File: src/rtl/core/cir_ram.sv
// ----------------------------------------------------------------------------
// cir_ram: generic single-port-write, single-port-read RAM
// One write and one registered read per cycle.
// ----------------------------------------------------------------------------
module cir_ram #(
  parameter int WIDTH = 32,
  parameter int DEPTH = 64
) (
  input  logic                     clk,
  input  logic                     we,
  input  logic [$clog2(DEPTH)-1:0] waddr,
  input  logic [WIDTH-1:0]         wdata,
  input  logic [$clog2(DEPTH)-1:0] raddr,
  output logic [WIDTH-1:0]         rdata
);

  logic [WIDTH-1:0] mem [DEPTH];

  always_ff @(posedge clk) begin
    if (we) begin
      mem[waddr] <= wdata;
    end
    rdata <= mem[raddr];
  end

endmodule

File: config.mk
export PLATFORM = sky130hd
export DESIGN_NAME = cir_ram
export DESIGN_NICKNAME = d
export VERILOG_FILES = /design/src/rtl/core/cir_ram.sv
export SDC_FILE = /design/constraint.sdc
export NUM_CORES = 2
export LEC_CHECK = 0
export BUFFER_PORTS_ARGS = -buffer_cell sky130_fd_sc_hd__buf_2
export CORE_ASPECT_RATIO = 1.1
export CORE_MARGIN = 4
export CORE_UTILIZATION = 55
export DETAILED_ROUTE_END_ITERATION = 16
export GPL_ROUTABILITY_DRIVEN = 0
export HOLD_SLACK_MARGIN = 0.06
export PLACE_DENSITY = 0.72
export SETUP_SLACK_MARGIN = 0.05
export SYNTH_ARGS = -nofsm -noshare
export SYNTH_HDL_FRONTEND = slang
export SYNTH_SLANG_ARGS = --single-unit
export TNS_END_PERCENT = 30
File: constraint.sdc
create_clock -name clk -period 3.89 [get_ports clk]
set_input_delay 0.1945 -clock clk [delete_from_list [all_inputs] [get_ports clk]]
set_output_delay 0.1945 -clock clk [all_outputs]
set_load 0.01 [all_outputs]
==> flow_summary.json <==
{
  "nets": 3675,
  "die-height_um": 404,
  "skew_ps": 53.9,
  "maxCapViolCount": 0,
  "root_buffer": "clkbuf_16",
  "dr.first_iter.drc_count": 5547,
  "worst_pin_slew_ps": 1340,
  "reg2reg_slack_ps": 1500,
  "p_sw_frac": 0.212,
  "finalSetupViolCount": 0,
  "crit_type": "input pin to register",
  "syn_area_per_cell_um2": 23.6,
  "ys.flop_type": "edfxtp_1",
  "cts.sinks": 2080,
  "wire_per_inst_um": 34.5,
  "met3WireLength_mm": 22.8,
  "power.share.clock": 0.407,
  "cp-end-kind": "register",
  "rsz0062_at_grt": "no",
  "wl_met1_mm": 71.7,
  "seqPwrFrac": 0.541,
  "initial_core_util": 0.553,
  "fin_util": 0.629,
  "maxSlewHeadroom": 0.105,
  "path_clk_slew_ps": 60,
  "syn_to_final_growth_pct": 13.6,
  "synthArstFlopShare": 0,
  "max_freq_ghz": 0.409,
  "drive_above_1_share": 0.303,
  "finalCriticalPeriod_ps": 2450,
  "grt-ovfl-total": 0,
  "htreeDepth": 4,
  "dieArea_um2": 149000,
  "synth_edf_count": 2048,
  "track_usage": 0.271,
  "synth_nets": 3370,
  "io_pins": 78,
  "ir_drop_mv": 0.433,
  "io_buffers": 77,
  "synth_seq_cells": 2080,
  "p_comb_frac": 0.052,
  "drc": 0,
  "num_rows": 145,
  "antenna_found_initial": 19,
  "ys_seq_area_frac": 0.791,
  "hold_viol": 0,
  "synth_cell_types": 34,
  "totalWireLength_mm": 197,
  "synthCells": 3324,
  "arrival_ps": 3140,
  "vias_per_cell": 6.59,
  "grt_pass1_wl_mm": 284,
  "leakagePower_nw": 27.9,
  "cts_tree": "yes",
  "clk_latency_ps": 840,
  "wl_met2_mm": 95.4,
  "cts_buffer_depth": 3,
  "setup-tns-final_ps": 0,
  "p_int_mw": 36.3,
  "ant_nets": 0,
  "first_pass_iters": 5,
  "hold_class": "input pin to register",
  "critical_path_peak_fanout": 25,
  "core_um2": 142000,
  "dr_total_vias": 37600,
  "ys_warn_count": 0,
  "p_sw_mw": 9.76,
  "syn-cell-area_um2": 78500,
  "hpwlAfterDp_mm": 114,
  "grt_max_degree": 69,
  "cts-resized-gates": 0,
  "grt_pass1_vias": 38300,
  "cts_buffers": 194,
  "highest_layer": "met5",
  "final_common_cell": "edfxtp_1",
  "power.density_nw_per_um2": 517,
  "period_share": 0.629,
  "outcome": "finished, final reports clean",
  "die-width_um": 368,
  "crit_required_ps": 4580,
  "critPathLaunchType": "input pin",
  "final_cell_mix": "edfxtp_1 (2,048), mux4_2 (544), clkbuf_16 (197)",
  "drv_slew": 0
}
==> cells in the mapped netlist (2+ instances only) <==
cell | instances | area share
o32ai_1 | 4 | 0.00045
buf_2 | 57 | 0.0036
nand2_1 | 26 | 0.0012
edfxtp_1 | 2048 | 0.78
a21oi_1 | 62 | 0.0040
nand3_1 | 5 | 0.00032
or3b_1 | 2 | 0.00022
and3_1 | 4 | 0.00032
a22oi_1 | 12 | 0.0011
nand4_1 | 2 | 0.00016
o22ai_1 | 84 | 0.0067
or3_1 | 3 | 0.00024
nor2_1 | 137 | 0.0065
and2_1 | 2 | 0.00016
clkbuf_1 | 74 | 0.0035
buf_4 | 25 | 0.0024
nor3_1 | 7 | 0.00045
o221ai_1 | 27 | 0.0030
nand3b_1 | 5 | 0.00048
nor2b_1 | 15 | 0.0012
buf_6 | 5 | 0.00072
dfxtp_1 | 32 | 0.0082
nand2b_1 | 8 | 0.00064
mux2i_1 | 93 | 0.012
or3b_2 | 3 | 0.00033
a311oi_1 | 8 | 0.00089
mux4_2 | 544 | 0.16
buf_1 | 21 | 0.0010
a41o_1 | 4 | 0.00051
==> metrics by stage <==
stage               std cells  total power, mW  hold WS [ps]  cell area [um2]  setup slack (ps)
finish                   5711             46.1           135            89200              1440
global route             5702             47.4           124            89200              1260
CTS                      5702             46.3          68.1            89200              1560
detailed placement       5321             27.8           598            82600               652
global placement         5321             27.7           600            82600               688
floorplan                3324             26.6           293            78500               536
==> path summary, 6_finish.rpt <==
kind	endpoint	cells past startpoint	start
worst min register to register	rdata[20]$_DFF_P_	4	mem[12][20]$_DFFE_PP_
worst max-delay path	rdata[1]$_DFF_P_	6	raddr[0]
worst min-delay path	mem[46][6]$_DFFE_PP_	2	wdata[6]
worst max register to register	rdata[1]$_DFF_P_	4	mem[14][1]$_DFFE_PP_
==> layer usage <==
metal | track usage | up-vias
li1 | - | 14900
met1 | 0.377 | 20000
met2 | 0.424 | 2363
met3 | 0.0686 | 379
met4 | 0.0947 | 6
met5 | 0 | -
==> kinds of logic (layout without fill, tap and decap cells) <==
logic type | after synthesis | after routing | share of synthesized area
buf+inv | 182 | 649 | 0.0113
other cells | 0 | 9 | 0
flops | 2080 | 2080 | 0.791
mux | 637 | 637 | 0.168
simple gates | 223 | 223 | 0.0127
compound gates | 202 | 202 | 0.0167
==> area by class of cell <==
class | count | area (um2)
Antenna cell | 9 | 22.5
Clock buffer | 250 | 5170
Clock inverter | 108 | 1120
Fill cell | 9325 | 52700
Multi-Input combinational cell | 1062 | 16000
Sequential cell | 2080 | 62100
Tap cell | 1911 | 2390
Timing Repair Buffer | 291 | 2370
==> state kept, by name, summed over array words and instances, names as in the netlist <==
signal,count
rdata,32
mem,2048
==> critical path: stages <==
cell and delay [ps]:
buf_8 320, buf_4 530, mux4_2 580, mux4_2 560, o22ai_1 750, nor2_1 100
==> power by group through the flow <==
stage               clock (mW)  combinational (mW)  sequential [mW]
floorplan                    0                1.21             25.4
global placement             0                2.33             25.4
detailed placement           0                2.38             25.4
CTS                       19.0                2.41             24.9
global route              20.0                2.52             24.9
finish                    18.8                2.40             24.9
==> repair_timing <==
| action | CTS | global route |
|---|---|---|
| setup endpoints to repair | 0 | 0 |
| buffers inserted | 0 | 0 |
| hold buffers | 23 | 0 |
| hold endpoints to repair | 641 | 0 |
No activity file was read; power rests on OpenSTA's default activity.
