--- config.mk ---
export PLATFORM = sky130hd
export DESIGN_NAME = cir_mul
export DESIGN_NICKNAME = d
export VERILOG_FILES = /design/src/rtl/core/cir_pkg.sv /design/src/rtl/core/cir_mul.sv
export SDC_FILE = /design/constraint.sdc
export NUM_CORES = 2
export LEC_CHECK = 0
export BUFFER_PORTS_ARGS = -buffer_cell sky130_fd_sc_hd__buf_4
export CORE_MARGIN = 1.5
export CORE_UTILIZATION = 57
export CTS_CLUSTER_SIZE = 40
export DETAILED_ROUTE_END_ITERATION = 10
export GPL_TIMING_DRIVEN = 0
export PLACE_DENSITY = 0.75
export SLEW_MARGIN = 20
export SYNTH_ARGS = -nofsm -noshare
export SYNTH_HDL_FRONTEND = slang
export SYNTH_SLANG_ARGS = --single-unit
export TNS_END_PERCENT = 100
--- constraint.sdc ---
create_clock -name clk -period 12.19 [get_ports clk]
set_input_delay 1.8285 -clock clk [delete_from_list [all_inputs] [get_ports clk]]
set_output_delay 1.8285 -clock clk [all_outputs]
set_load 0.05 [all_outputs]
--- src/rtl/core/cir_pkg.sv ---
// ----------------------------------------------------------------------------
// cir_pkg: shared types and constants of the contact impulse resolver
// Holds the body record stored in the body table, the widths of the shared
// multiplier and divider, the function and register codes, and saturation.
// ----------------------------------------------------------------------------
package cir_pkg;

  // Function codes of an input beat.
  localparam logic [2:0] FUNC_WR_POS  = 3'd0;
  localparam logic [2:0] FUNC_WR_VEL  = 3'd1;
  localparam logic [2:0] FUNC_WR_IM   = 3'd2;
  localparam logic [2:0] FUNC_CONTACT = 3'd3;
  localparam logic [2:0] FUNC_RD_BODY = 3'd4;

  // Register indexes on the configuration port.
  localparam logic [1:0] REG_RESTITUTION = 2'd0;
  localparam logic [1:0] REG_PERCENT     = 2'd1;
  localparam logic [1:0] REG_SLOP        = 2'd2;

  localparam logic [16:0] RESTITUTION_RST = 17'd32768;
  localparam logic [16:0] PERCENT_RST     = 17'd13107;
  localparam logic [30:0] SLOP_RST        = 31'd655;

  // Shared multiplier: 33 x 33 signed, registered product.
  localparam int MUL_W  = 33;
  localparam int PROD_W = 2 * MUL_W;
  // Wide accumulator and saturation input width.
  localparam int ACC_W  = PROD_W + 2;
  // Shared divider: unsigned magnitude over the inverse-mass sum.
  localparam int DVD_W  = 64;
  localparam int DVS_W  = 32;

  typedef struct packed {
    logic signed [31:0] pos_x;
    logic signed [31:0] pos_y;
    logic signed [31:0] pos_z;
    logic signed [31:0] vel_x;
    logic signed [31:0] vel_y;
    logic signed [31:0] vel_z;
    logic        [30:0] inv_mass;
  } body_t;

  typedef struct packed {
    logic busy;
    logic done;
  } div_stat_t;

  function automatic logic signed [31:0] sat32(input logic signed [ACC_W-1:0] v);
    logic signed [31:0] r;
    if (v > ACC_W'(64'sh7FFF_FFFF)) begin
      r = 32'sh7FFF_FFFF;
    end else if (v < -ACC_W'(64'sh8000_0000)) begin
      r = 32'sh8000_0000;
    end else begin
      r = v[31:0];
    end
    return r;
  endfunction

endpackage

--- src/rtl/core/cir_mul.sv ---
// ----------------------------------------------------------------------------
// cir_mul: shared signed multiplier
// Every product of the contact arithmetic passes through this one unit.
// ----------------------------------------------------------------------------
module cir_mul (
  input  logic                              clk,
  input  logic signed [cir_pkg::MUL_W-1:0]  a,
  input  logic signed [cir_pkg::MUL_W-1:0]  b,
  output logic signed [cir_pkg::PROD_W-1:0] prod
);

  always_ff @(posedge clk) begin
    prod <= a * b;
  end

endmodule

==> run_results.csv <==
group,metric,value,unit
outcome,run_status,"finished clean",
hold_path,hold-path-cell-count,2,
detailed_routing,drt_first_iter_violations,3006,
place,routabilityCongestion,1.09,
die,horizontal_extent_of_the_die,270,um
sta,setup_viol,0,
finish,area_delta_synth_final,6.28,%
cts,cts_resized,0,
sta,final_total_negative_setup_slack,0,ns
global_routing,first_global_vias,33422,
finish,layout.nets,5911,
yosys,synth_enable_flop_cells,0,
sta,max_slew.worst_pin.slew,1.28,ns
detailed_routing,finalWirelength,147,mm
cts,post-cts-setup-buffer-count,0,
sta,rsz_0062_raised_after_global_routing,"false",
hold_path,timing.hold.worst.class,"input port to register",
finish,largest_reg_flops,66,
die,design.die.area,73100,um^2
detailed_routing,drt_first_pass_iters,9,
finish,top_regs,"prod x66",
sta,timing.final.hold_violations,0,
yosys,synth_async_sr_flop_share,0,
place,count_of_input_and_output_buffers,132,
die,initial_utilization,0.579,
yosys,synthCells,4338,
yosys,synthFlopType,"dfxtp_1",
yosys,synth_cell_types,80,
sta,slew-limit-headroom,0.149,
sta,finalMaxSlewViolations,0,
critical_path,cp.required,12.44,ns
finish,layout.cells.most_common_list,"1,143 x fa_1, 1,131 x inv_1, 562 x and2_1, 551 x nand2_1, 217 x ha_1",
cts,tritoncts,"done",
global_routing,globalRouteOverflowTotal,0,
detailed_routing,drt_drc_violations_left,0,
yosys,sequential_element_share_of_the_synthesized_area,0.0324,
global_routing,antenna_violations_before_repair,17,
finish,final_common_cell,"fa_1",
finish,post_route_cells_drive_above_1_share,0.0450,
detailed_routing,wl_per_cell,27.0,um
place,hpwlAfterDp,125,mm
finish,max_flop_register,"prod",
cts,clkTransAtPathRegs,0.07,ns
cts,clock_path_buffers,2,
cts,clock_root_buffer,"clkbuf_16",
global_routing,globalRouteTotalUtil,0.417,
global_routing,pin_count_of_the_biggest_net_entering_global_routing,27,
flow_run,timing.max_cap.violations,0,
die,floorplan.die.height,270,um
cts,htree_levels,3,
yosys,postSynthNetCount,5767,
cts,cts_made_buffers,9,
yosys,synth_seq_cells,66,
critical_path,critPathLaunchType,"input port",
yosys,syn-cell-area,40700,um^2
sta,min_period,10.52,ns
global_routing,grt_first_pass_wirelength,217,mm
detailed_routing,route.vias.total,31660,
sta,layout_worst_path_cycle_share,0.863,
sta,timing.fmax,95.1,MHz
critical_path,worstSetupPathType,"input port to register",
yosys,yosysWarningCount,0,
detailed_routing,via_per_inst,5.81,
die,fp.coreArea,70400,um^2
critical_path,critical_path.max_fanout,10,
die,rows,97,
critical_path,critical_path.endpoint_type,"register",
critical_path,cp.arrival,10.77,ns
cts,holdBufCountCts,0,
detailed_routing,ant_nets,0,
cts,cts_sinks,66,
yosys,synth.avg_cell_area,9.39,um^2
die,io_pins,133,
## layer usage
layer / routed length (um) / global-route usage / up-vias
li1: - / - / 12647
met5: 0 / 0 / -
met3: 15500 / 0.0930 / 601
met2: 67100 / 0.646 / 2017
met4: 14500 / 0.333 / 0
met1: 49600 / 0.505 / 16395
## through the flow
step / std cells / util / setup slack (ns) / hold WS (ns) / cell area (um^2)
2_1_floorplan: 4338 / - / 3.13 / 1.96 / 40700
3_3_place_gp: 5410 / 0.609 / 1.18 / 2.26 / 42900
3_5_place_dp: 5411 / 0.610 / 1.51 / 2.27 / 42900
4_1_cts: 5427 / 0.614 / 1.86 / 1.88 / 43200
5_1_grt: 5430 / 0.614 / 1.60 / 1.87 / 43300
6_report: 5446 / 0.615 / 1.67 / 1.90 / 43300
## path summary, 6_finish.rpt
check        to  slack, ns   from
min     prod[0]       1.90   a[0]
max    prod[58]       1.67  b[10]
## worst max-delay path, stage by stage
cell,delay [ns]
buf_4,0.13
clkbuf_1,0.87
nand2_1,0.18
fa_1,0.64
fa_1,0.45
inv_1,0.29
fa_1,0.49
inv_1,0.08
fa_1,0.54
inv_1,0.14
fa_1,0.45
fa_1,0.53
fa_1,0.50
inv_1,0.05
fa_1,0.77
inv_1,0.09
ha_1,0.29
buf_2,0.17
a21oi_1,0.46
o211ai_1,0.21
a22oi_1,0.41
nor2_1,0.13
a211oi_4,0.45
a21oi_2,0.20
nor4b_2,0.30
a311oi_1,0.08
## cell type report
type | count | area, um^2
diodes | 19 | 47.5
fillers | 6222 | 27100
inverters | 1131 | 4250
repair buffers | 133 | 1010
well taps | 940 | 1180
clock buffers | 10 | 229
multi-input cells | 2920 | 34300
flip-flops and latches | 66 | 1320
clock inverters | 6 | 91.3
plain buffers | 221 | 855
## Yosys cell counts (8+ instances only)
cell type / n / share of area
a21o_1: 36 / 0.0066
a21oi_1: 57 / 0.0070
a31oi_1: 8 / 0.0012
and2_1: 562 / 0.086
buf_2: 11 / 0.0014
clkbuf_1: 208 / 0.019
dfxtp_1: 66 / 0.032
fa_1: 1145 / 0.56
ha_1: 217 / 0.067
inv_1: 1131 / 0.10
nand2_1: 551 / 0.051
nand2b_1: 12 / 0.0018
nand3_1: 25 / 0.0031
nand4_1: 11 / 0.0017
nor2_1: 68 / 0.0063
o21ai_0: 25 / 0.0031
o21bai_1: 11 / 0.0020
xnor2_1: 43 / 0.0092
xor2_1: 25 / 0.0054
## kinds of logic (layout without fill, tap and decap cells)
family | count (synthesis) | in the layout | share of synthesized area
and+or+nand+nor | 1271 | 1271 | 0.158
buffers and inverters | 1352 | 1501 | 0.125
xor gates and xnor gates | 68 | 68 | 0.0146
AOI/OAI and AO/OA | 219 | 219 | 0.0407
DFF | 66 | 66 | 0.0324
adders and majority gates | 1362 | 1362 | 0.629
other | 0 | 19 | 0
Power is left out: the tool's default activity adds up to more than one toggle a clock period on the data nets, which glitch-free logic cannot reach.
