==> config.mk <==
export PLATFORM = sky130hd
export DESIGN_NAME = cir_div
export DESIGN_NICKNAME = d
export VERILOG_FILES = /design/src/rtl/core/cir_pkg.sv /design/src/rtl/core/cir_div.sv
export SDC_FILE = /design/constraint.sdc
export NUM_CORES = 1
export LEC_CHECK = 0
export BUFFER_PORTS_ARGS = -buffer_cell sky130_fd_sc_hd__buf_4
export CAP_MARGIN = 5
export CORE_UTILIZATION = 55
export CTS_CLUSTER_SIZE = 20
export DETAILED_ROUTE_END_ITERATION = 12
export PLACE_DENSITY = 0.89
export SETUP_SLACK_MARGIN = 0.05
export SYNTH_ARGS = -nofsm -noshare
export SYNTH_HDL_FRONTEND = slang
export SYNTH_SLANG_ARGS = --single-unit
export TNS_END_PERCENT = 50
==> constraint.sdc <==
create_clock -name clk -period 3.7 [get_ports clk]
set_clock_uncertainty 0.15 [all_clocks]
set_input_delay 0.74 -clock clk [delete_from_list [all_inputs] [get_ports clk]]
set_output_delay 0.74 -clock clk [all_outputs]
set_load 0.03 [all_outputs]
==> src/rtl/core/cir_pkg.sv <==
// ----------------------------------------------------------------------------
// cir_pkg: shared types and constants of the contact impulse resolver
// Holds the body record stored in the body table, the widths of the shared
// multiplier and divider, the function and register codes, and saturation.
// ----------------------------------------------------------------------------
package cir_pkg;

  // Function codes of an input beat.
  localparam logic [2:0] FUNC_WR_POS  = 3'd0;
  localparam logic [2:0] FUNC_WR_VEL  = 3'd1;
  localparam logic [2:0] FUNC_WR_IM   = 3'd2;
  localparam logic [2:0] FUNC_CONTACT = 3'd3;
  localparam logic [2:0] FUNC_RD_BODY = 3'd4;

  // Register indexes on the configuration port.
  localparam logic [1:0] REG_RESTITUTION = 2'd0;
  localparam logic [1:0] REG_PERCENT     = 2'd1;
  localparam logic [1:0] REG_SLOP        = 2'd2;

  localparam logic [16:0] RESTITUTION_RST = 17'd32768;
  localparam logic [16:0] PERCENT_RST     = 17'd13107;
  localparam logic [30:0] SLOP_RST        = 31'd655;

  // Shared multiplier: 33 x 33 signed, registered product.
  localparam int MUL_W  = 33;
  localparam int PROD_W = 2 * MUL_W;
  // Wide accumulator and saturation input width.
  localparam int ACC_W  = PROD_W + 2;
  // Shared divider: unsigned magnitude over the inverse-mass sum.
  localparam int DVD_W  = 64;
  localparam int DVS_W  = 32;

  typedef struct packed {
    logic signed [31:0] pos_x;
    logic signed [31:0] pos_y;
    logic signed [31:0] pos_z;
    logic signed [31:0] vel_x;
    logic signed [31:0] vel_y;
    logic signed [31:0] vel_z;
    logic        [30:0] inv_mass;
  } body_t;

  typedef struct packed {
    logic busy;
    logic done;
  } div_stat_t;

  function automatic logic signed [31:0] sat32(input logic signed [ACC_W-1:0] v);
    logic signed [31:0] r;
    if (v > ACC_W'(64'sh7FFF_FFFF)) begin
      r = 32'sh7FFF_FFFF;
    end else if (v < -ACC_W'(64'sh8000_0000)) begin
      r = 32'sh8000_0000;
    end else begin
      r = v[31:0];
    end
    return r;
  endfunction

endpackage

==> src/rtl/core/cir_div.sv <==
// ----------------------------------------------------------------------------
// cir_div: restoring unsigned divider, one quotient bit per cycle
// Takes a magnitude and a divisor on start, pulses done with the quotient.
// ----------------------------------------------------------------------------
module cir_div (
  input  logic                             clk,
  input  logic                             rst_n,
  input  logic                             start,
  input  logic [cir_pkg::DVD_W-1:0]        dividend,
  input  logic [cir_pkg::DVS_W-1:0]        divisor,
  output cir_pkg::div_stat_t               stat,
  output logic [cir_pkg::DVD_W-1:0]        quotient
);

  localparam int CW = $clog2(cir_pkg::DVD_W);

  logic                        busy_r;
  logic                        done_r;
  logic [CW-1:0]               cnt_r;
  logic [cir_pkg::DVS_W-1:0]   rem_r;
  logic [cir_pkg::DVD_W-1:0]   qd_r;
  logic [cir_pkg::DVS_W-1:0]   dvs_r;
  logic [cir_pkg::DVS_W:0]     trial;
  logic                        take;

  assign trial = {rem_r, qd_r[cir_pkg::DVD_W-1]};
  assign take  = (trial >= {1'b0, dvs_r});

  always_ff @(posedge clk) begin
    if (!rst_n) begin
      busy_r <= 1'b0;
      done_r <= 1'b0;
      cnt_r  <= '0;
    end else begin
      done_r <= 1'b0;
      if (start) begin
        busy_r <= 1'b1;
        cnt_r  <= '0;
      end else if (busy_r) begin
        cnt_r <= cnt_r + 1'b1;
        if (cnt_r == CW'(cir_pkg::DVD_W - 1)) begin
          busy_r <= 1'b0;
          done_r <= 1'b1;
        end
      end
    end
  end

  always_ff @(posedge clk) begin
    if (start) begin
      rem_r <= '0;
      qd_r  <= dividend;
      dvs_r <= divisor;
    end else if (busy_r) begin
      rem_r <= take ? cir_pkg::DVS_W'(trial - {1'b0, dvs_r}) : trial[cir_pkg::DVS_W-1:0];
      qd_r  <= {qd_r[cir_pkg::DVD_W-2:0], take};
    end
  end

  assign stat.busy = busy_r;
  assign stat.done = done_r;
  assign quotient  = qd_r;

endmodule

==> impl_metrics.csv, run 1 <==
group,metric,value,unit
status,outcome,"complete, no violations",
critical_path,crit_chain,"inv_1 -> ha_1 -> nand4_1 -> nor4_2 -> a21oi_1 -> o21ai_1 -> a221o_1 -> o21ai_4 -> buf_4 -> a211o_1 -> a311oi_1",
final_layout,final_area,0.009559,mm²
floorplan,rows,42,
critical_path,reg2reg_slack,0.66,ns
clock_tree,cts_setup_buffers,0,
placement,place_area,0.009016,mm²
placement,port-buffer-count,164,
placement,dpl.hpwl,13920,µm
clock_tree,cts_tree,"yes",
clock_tree,ctsHoldBuffers,0,
detailed_routing,vias_per_cell,6.014,
yosys,syn-instance-count,719,
timing,hold_violations,0,
detailed_routing,via_count,6345,
yosys,yosysWarnings,0,
placement,gp_congestion,0.9538,
final_layout,n_fill_cell,978,
floorplan,die_y,120.3,µm
timing,finalCritPeriodShare,82.25,%
yosys,yosysSeqAreaShare,47.85,%
detailed_routing,wl_met1,8149,µm
yosys,syn-num-nets,852,
grt,grt_max_degree,78,
pwr,pwr-share-comb,24.0,%
yosys,synth_seq_cells,136,
final_layout,num_antenna_cells,0,
detailed_routing,ant_nets,0,
critical_path,critPathRequiredTime,3.87,ns
timing,fin_setup_tns,0,ns
critical_path,critPathCaptureType,"flop",
critical_path,crit_fanout,19,
critical_path,critPathSlowestCell,"ha_1",
pwr,leakage,0.003931,µW
critical_path,startpoint_type,"flop",
pwr,p_sw,1352,µW
timing,drv_slew,0,
clock_tree,cts_made_buffers,17,
floorplan,core_area,0.01345,mm²
clock_tree,clk_path_buf_depth,2,
timing,rsz0062_at_grt,"false",
yosys,netlist_area,0.007699,mm²
pwr,internal-power,3192,µW
floorplan,ioPinCount,165,
timing,post-route-min-period,3.043,ns
detailed_routing,detail_route.wl_per_cell,18.65,µm
min_path,min_path_type,"in2reg",
detailed_routing,drc,0,
run,maxCapViolCount,0,
critical_path,worst-path-buf-inv,2,
clock_tree,clk_pin_slew,0.06,ns
pwr,switching_share,29.75,%
final_layout,area_growth,24.17,%
detailed_routing,wirelength,19670,µm
final_layout,fin_nets,1000,
yosys,synth-async-reset-ratio,0,%
yosys,yosys.area.top_type,"edfxtp_1",
critical_path,path_class,"reg2reg",
clock_tree,cts.repair.resized,0,
grt,grt_usage,28.06,%
grt,grt_antenna_before_repair,0,
grt,grt_pass1_vias,6270,
clock_tree,h-tree-depth,4,
detailed_routing,firstDrtPassIters,5,
yosys,netlist.area_leader.share,37.45,%
detailed_routing,wl_met3,1441,µm
critical_path,critPathArrivalTime,3.21,ns
final_layout,drive_above_1_share,32.99,%
critical_path,cpPeakStageDelay,0.44,ns
pwr,ir_drop,0.0003836,V
yosys,avgSynthCellArea,10.71,µm²
clock_tree,insertion_delay,0.42,ns
floorplan,die-width,120.3,µm
grt,overflow,0,
clock_tree,root_buffer,"clkbuf_16",
timing,tightestPinTransition,0.6548,ns
pwr,seq_power_share,41.2,%
yosys,synth_edf_count,96,
pwr,p_clk_share,34.8,%
yosys,yosys.cell_types.count,73,
detailed_routing,wl_met2,9538,µm
pwr,p_per_area,475.3,mW/mm²
detailed_routing,drt-initial-drc-count,455,
detailed_routing,top_layer,"met4",
timing,slew_headroom,56.28,%
critical_path,critPathTopFamily,"compound AO/OA/AOI/OAI gates",
floorplan,die_area,0.01447,mm²
yosys,synth_top_cells_by_area,"edfxtp_1 37%, dfxtp_1 10%, mux2_2 9.4%",
yosys,ys.flop_type,"edfxtp_1",
clock_tree,cts.sinks,136,
timing,setup_viol,0,
grt,grt_pass1_wl,31450,µm
timing,fmax,328.6,MHz
floorplan,initial_core_util,57.23,%
## area by class of cell
class,instances,area [µm²],share of cell area [%]
Inverter,42,157.7,1.649
Clock buffer,22,464.2,4.856
Clock inverter,9,78.83,0.8246
Tap cell,176,220.2,2.304
Multi-Input combinational cell,496,3623,37.91
Timing Repair Buffer,174,1331,13.93
Sequential cell,136,3684,38.53
## path summary, 6_finish.rpt
path,start,end,cells after the start
worst max-delay path,dvs_r[8]$_DFFE_PP_,rem_r[17]$_SDFFE_PP0P_,11
worst min-delay path,divisor[31],dvs_r[31]$_DFFE_PP_,1
worst max register to register,dvs_r[8]$_DFFE_PP_,rem_r[17]$_SDFFE_PP0P_,11
worst min register to register,cnt_r[5]$_SDFFE_PP0P_,cnt_r[5]$_SDFFE_PP0P_,2
## logic make-up after synthesis
| kind of cell | Yosys count | synth area share, % |
|---|---|---|
| adders and majority gates | 34 | 5.623 |
| muxes | 68 | 9.881 |
| buffers and inverters | 87 | 5.119 |
| and+or+nand+nor | 190 | 12.04 |
| AOI/OAI and AO/OA | 176 | 16.30 |
| xor gates and xnor gates | 28 | 3.185 |
| DFF | 136 | 47.85 |
## registers in the layout, summed over array words and instances, names as in the netlist
| signal | count |
|---|---|
| busy_r | 1 |
| quotient | 64 |
| dvs_r | 32 |
| done_r | 1 |
| cnt_r | 6 |
| rem_r | 32 |
## power groups by stage
stage | logic [µW] | registers [µW] | clock network (µW)
finish | 1090 | 1870 | 1580
global route | 1170 | 1880 | 1670
CTS | 1080 | 1870 | 1600
detailed placement | 1070 | 1900 | 0
global placement | 1060 | 1890 | 0
floorplan | 592 | 2030 | 0
## metrics by stage
step / util, % / worst slack (ns) / instances / total power (µW) / hold slack (ns)
final: 71.06 / 0.6569 / 1055 / 4544 / 0.3391
after global routing: 71.06 / 0.4185 / 1055 / 4723 / 0.3186
after CTS: 71.06 / 0.6779 / 1055 / 4555 / 0.3216
after detailed placement: 67.02 / 0.7242 / 1024 / 2968 / 0.3155
after global placement: 67.02 / 0.8304 / 1024 / 2946 / 0.3206
after floorplan: - / 0.9003 / 719 / 2619 / 0.2947
## cells in the final DEF, fill, tap and decap left out, drive strengths merged, types with 5 or more instances in the layout
cell / n
a21oi: 36
xnor2: 16
o21ai: 43
and3: 5
nand3: 31
o21a: 7
nand4: 15
dfxtp: 40
xor2: 12
a311oi: 21
nor3: 9
a21boi: 6
nand2: 44
inv: 43
ha: 33
or3: 5
edfxtp: 96
o22ai: 5
o21bai: 7
clkbuf: 22
a21o: 12
a211oi: 5
nor2: 56
buf: 174
mux2: 64
## synth_stat cells, types with 4 or more instances
| cell type | count |
|---|---|
| a21boi_0 | 4 |
| buf_4 | 4 |
| nor2_1 | 56 |
| o21a_1 | 6 |
| dfxtp_1 | 40 |
| clkbuf_1 | 23 |
| a211oi_1 | 5 |
| mux2i_1 | 4 |
| nand4_1 | 14 |
| a21oi_1 | 33 |
| a41oi_1 | 4 |
| or2_2 | 4 |
| ha_1 | 33 |
| buf_6 | 5 |
| o21ai_1 | 18 |
| nand2_1 | 43 |
| nor2b_1 | 4 |
| a311oi_1 | 21 |
| xor2_1 | 12 |
| mux2_2 | 64 |
| buf_2 | 12 |
| nor3_1 | 8 |
| nand2b_1 | 4 |
| inv_1 | 42 |
| o21bai_1 | 6 |
| nand3_1 | 31 |
| xnor2_1 | 16 |
| or3_1 | 4 |
| o22ai_1 | 5 |
| and3_1 | 4 |
| a21o_1 | 12 |
| o21ai_0 | 22 |
| edfxtp_1 | 96 |
## metal layers
metal  global-route usage (%)  vias up
li1                         -     2982
met4                    12.27        0
met5                        0        -
met3                    9.009       51
met1                    33.82     3055
met2                    45.98      257
Power figures use the tool's default switching activity.
==> run 2: changes to the inputs <==
==> constraint.sdc (replaced) <==
create_clock -name clk -period 3 [get_ports clk]
set_clock_uncertainty 0.15 [all_clocks]
set_input_delay 0.6 -clock clk [delete_from_list [all_inputs] [get_ports clk]]
set_output_delay 0.6 -clock clk [all_outputs]
set_load 0.03 [all_outputs]
==> run 2 against run 1 <==
Net effect: routed wire length rose by 5.8%; sequential power rose by 24%; register-to-register slack got worse by 0.55 ns; critical path depth fell by 1; first-iteration DRC count rose by 26%; final area rose by 3.8%; sequential share of layout area fell by 1.4 points; worst setup slack got worse by 0.55 ns; total power rose by 25%; global-route usage rose by 0.68 points; count of clock-buffer cells in the layout fell by 4; critical path type unchanged; largest power group unchanged.
==> impl_metrics.csv, run 2 (synthesis results as in run 1) <==
group,metric,value,unit
status,outcome,"complete, no violations",
grt,overflow,0,
min_path,min_path_type,"in2reg",
detailed_routing,drt-initial-drc-count,574,
detailed_routing,via_count,6463,
floorplan,core_area,0.01345,mm²
placement,dpl_worst_slack,0.07348,ns
final_layout,fin_nets,1025,
critical_path,startpoint,"rem_r[27]$_SDFFE_PP0P_",
final_layout,n_fill_cell,952,
critical_path,critPathTopFamily,"compound AO/OA/AOI/OAI gates",
timing,fmax,345.6,MHz
floorplan,rows,42,
clock_tree,cts.sinks,136,
clock_tree,cts_made_buffers,17,
grt,grt_usage,28.75,%
critical_path,critPathCaptureType,"flop",
timing,hold_violations,0,
grt,grt_antenna_before_repair,0,
detailed_routing,firstDrtPassIters,6,
critical_path,cpPeakStageDelay,0.37,ns
run,maxCapViolCount,0,
final_layout,num_antenna_cells,0,
placement,port-buffer-count,164,
clock_tree,clk_pin_slew,0.06,ns
critical_path,worst-path-buf-inv,2,
final_layout,layout_commonest_cell,"buf_4",
floorplan,die_y,120.3,µm
critical_path,startpoint_type,"flop",
timing,rsz0062_at_grt,"true",
timing,post-route-min-period,2.893,ns
clock_tree,clk_path_buf_depth,2,
placement,dpl.hpwl,14940,µm
pwr,ir_drop,0.0004354,V
critical_path,critPathRequiredTime,3.17,ns
detailed_routing,drc,0,
detailed_routing,vias_per_cell,5.979,
placement,post-place-cells,1038,
critical_path,r2r-start,"rem_r[27]$_SDFFE_PP0P_",
grt,grt_pass1_wl,31750,µm
critical_path,crit_chain,"ha_1 -> buf_4 -> and3_1 -> nand2_1 -> nor2_1 -> a221o_1 -> o21a_4 -> clkbuf_2 -> or3_1 -> a32o_1",
timing,drv_slew,0,
min_path,hold_start,"divisor[30]",
timing,slew_headroom,24.52,%
detailed_routing,ant_nets,0,
final_layout,drive_above_1_share,37.46,%
critical_path,r2r_end,"rem_r[21]$_SDFFE_PP0P_",
placement,gp_congestion,0.9769,
grt,grt_pass1_vias,6324,
final_layout,final_area,0.009918,mm²
timing,setup_viol,0,
clock_tree,root_buffer,"clkbuf_16",
critical_path,reg2reg_slack,0.11,ns
final_layout,final_cell_mix,"194 x buf_4, 96 x edfxtp_1, 64 x mux2_2",
critical_path,crit_fanout,6,
critical_path,reg2reg_depth,10,
critical_path,critPathSlowestCell,"a221o_1",
floorplan,die_area,0.01447,mm²
min_path,hold_depth,1,
floorplan,initial_core_util,57.23,%
critical_path,path_class,"reg2reg",
clock_tree,h-tree-depth,4,
timing,fin_ws,0.1068,ns
timing,tightestPinTransition,1.131,ns
detailed_routing,wirelength,20810,µm
clock_tree,insertion_delay,0.43,ns
final_layout,largest_reg_flops,64,
floorplan,die-width,120.3,µm
clock_tree,cts_tree,"yes",
detailed_routing,detail_route.wl_per_cell,19.25,µm
final_layout,instances_no_fill,1081,
final_layout,area_growth,28.83,%
placement,place_area,0.009121,mm²
min_path,min_to,"dvs_r[30]$_DFFE_PP_",
grt,grt_max_degree,65,
pwr,p_per_area,574.5,mW/mm²
timing,fin_setup_tns,0,ns
timing,finalCritPeriodShare,96.44,%
pwr,leakage,0.004053,µW
floorplan,ioPinCount,165,
critical_path,critPathArrivalTime,3.06,ns
clock_tree,ctsHoldBuffers,0,
[run 2: changes by cell type in the layout (fill, tap and decap cells not counted), moves of 2 or more]
cell        previous run  this run
clkinv_4               0         2
ha_1                  33        17
clkinv_1               2         5
ha_4                   0         6
clkbuf_1               3         1
buf_4                172       194
clkbuf_8               2         0
clkinvlp_4             3         1
ha_2                   0        10
[run 2: layout make-up]
type / instances / area (µm²) / share of cell area, %
Clock buffer: 18 / 429.2 / 4.327
Inverter: 42 / 157.7 / 1.590
Timing Repair Buffer: 199 / 1528 / 15.40
Multi-Input combinational cell: 496 / 3794 / 38.25
Clock inverter: 14 / 106.4 / 1.072
Tap cell: 176 / 220.2 / 2.220
Sequential cell: 136 / 3684 / 37.14
[run 2: per-layer routing]
layer	track usage (%)	vias up	share of wire [%]
li1	-	3036	-
met1	33.97	3030	39
met2	48.71	327	49
met3	7.594	70	8.0
met4	13.50	0	3.7
met5	0	-	0
[run 2: what timing repair did]
action,CTS,global route
gates cloned,0,0
resized for setup,0,38
setup buffers,0,11
pin swaps,1,16
endpoints found under the setup margin,1,29
[run 2: worst max path at each step]
stage / endpoint / slack [ns] / cells after the start
detailed placement: rem_r[9]$_SDFFE_PP0P_ / 0.07 / 11
global route: rem_r[21]$_SDFFE_PP0P_ / 0.0007 / 11
global placement: rem_r[17]$_SDFFE_PP0P_ / 0.07 / 11
CTS: rem_r[17]$_SDFFE_PP0P_ / 0.06 / 11
floorplan: rem_r[20]$_SDFFE_PP0P_ / 0.24 / 11
finish: rem_r[21]$_SDFFE_PP0P_ / 0.11 / 10
[run 2: report_power, final]
part	switching (µW)	leakage, µW	internal (µW)	total [µW]
Clock	813	0.000262	1120	1940
Sequential	103	0.00128	2210	2310
Combinational	825	0.00251	625	1450
[run 2: through the flow]
stage | utilization (%) | hold slack, ns | power (µW)
2_1_floorplan | - | 0.2947 | 3230
3_3_place_gp | 67.80 | 0.3217 | 3669
3_5_place_dp | 67.80 | 0.3134 | 3700
4_1_cts | 71.78 | 0.1865 | 5618
5_1_grt | 73.73 | 0.1868 | 5903
6_report | 73.73 | 0.1932 | 5698
[run 2: worst reg2reg max path, delay by kind of cell (launching register included)]
family,cells,cell delay [ns]
flops,1,0.34
compound gates,3,0.90
fa+ha+maj,1,0.36
simple gates,4,0.69
buf+inv,2,0.33
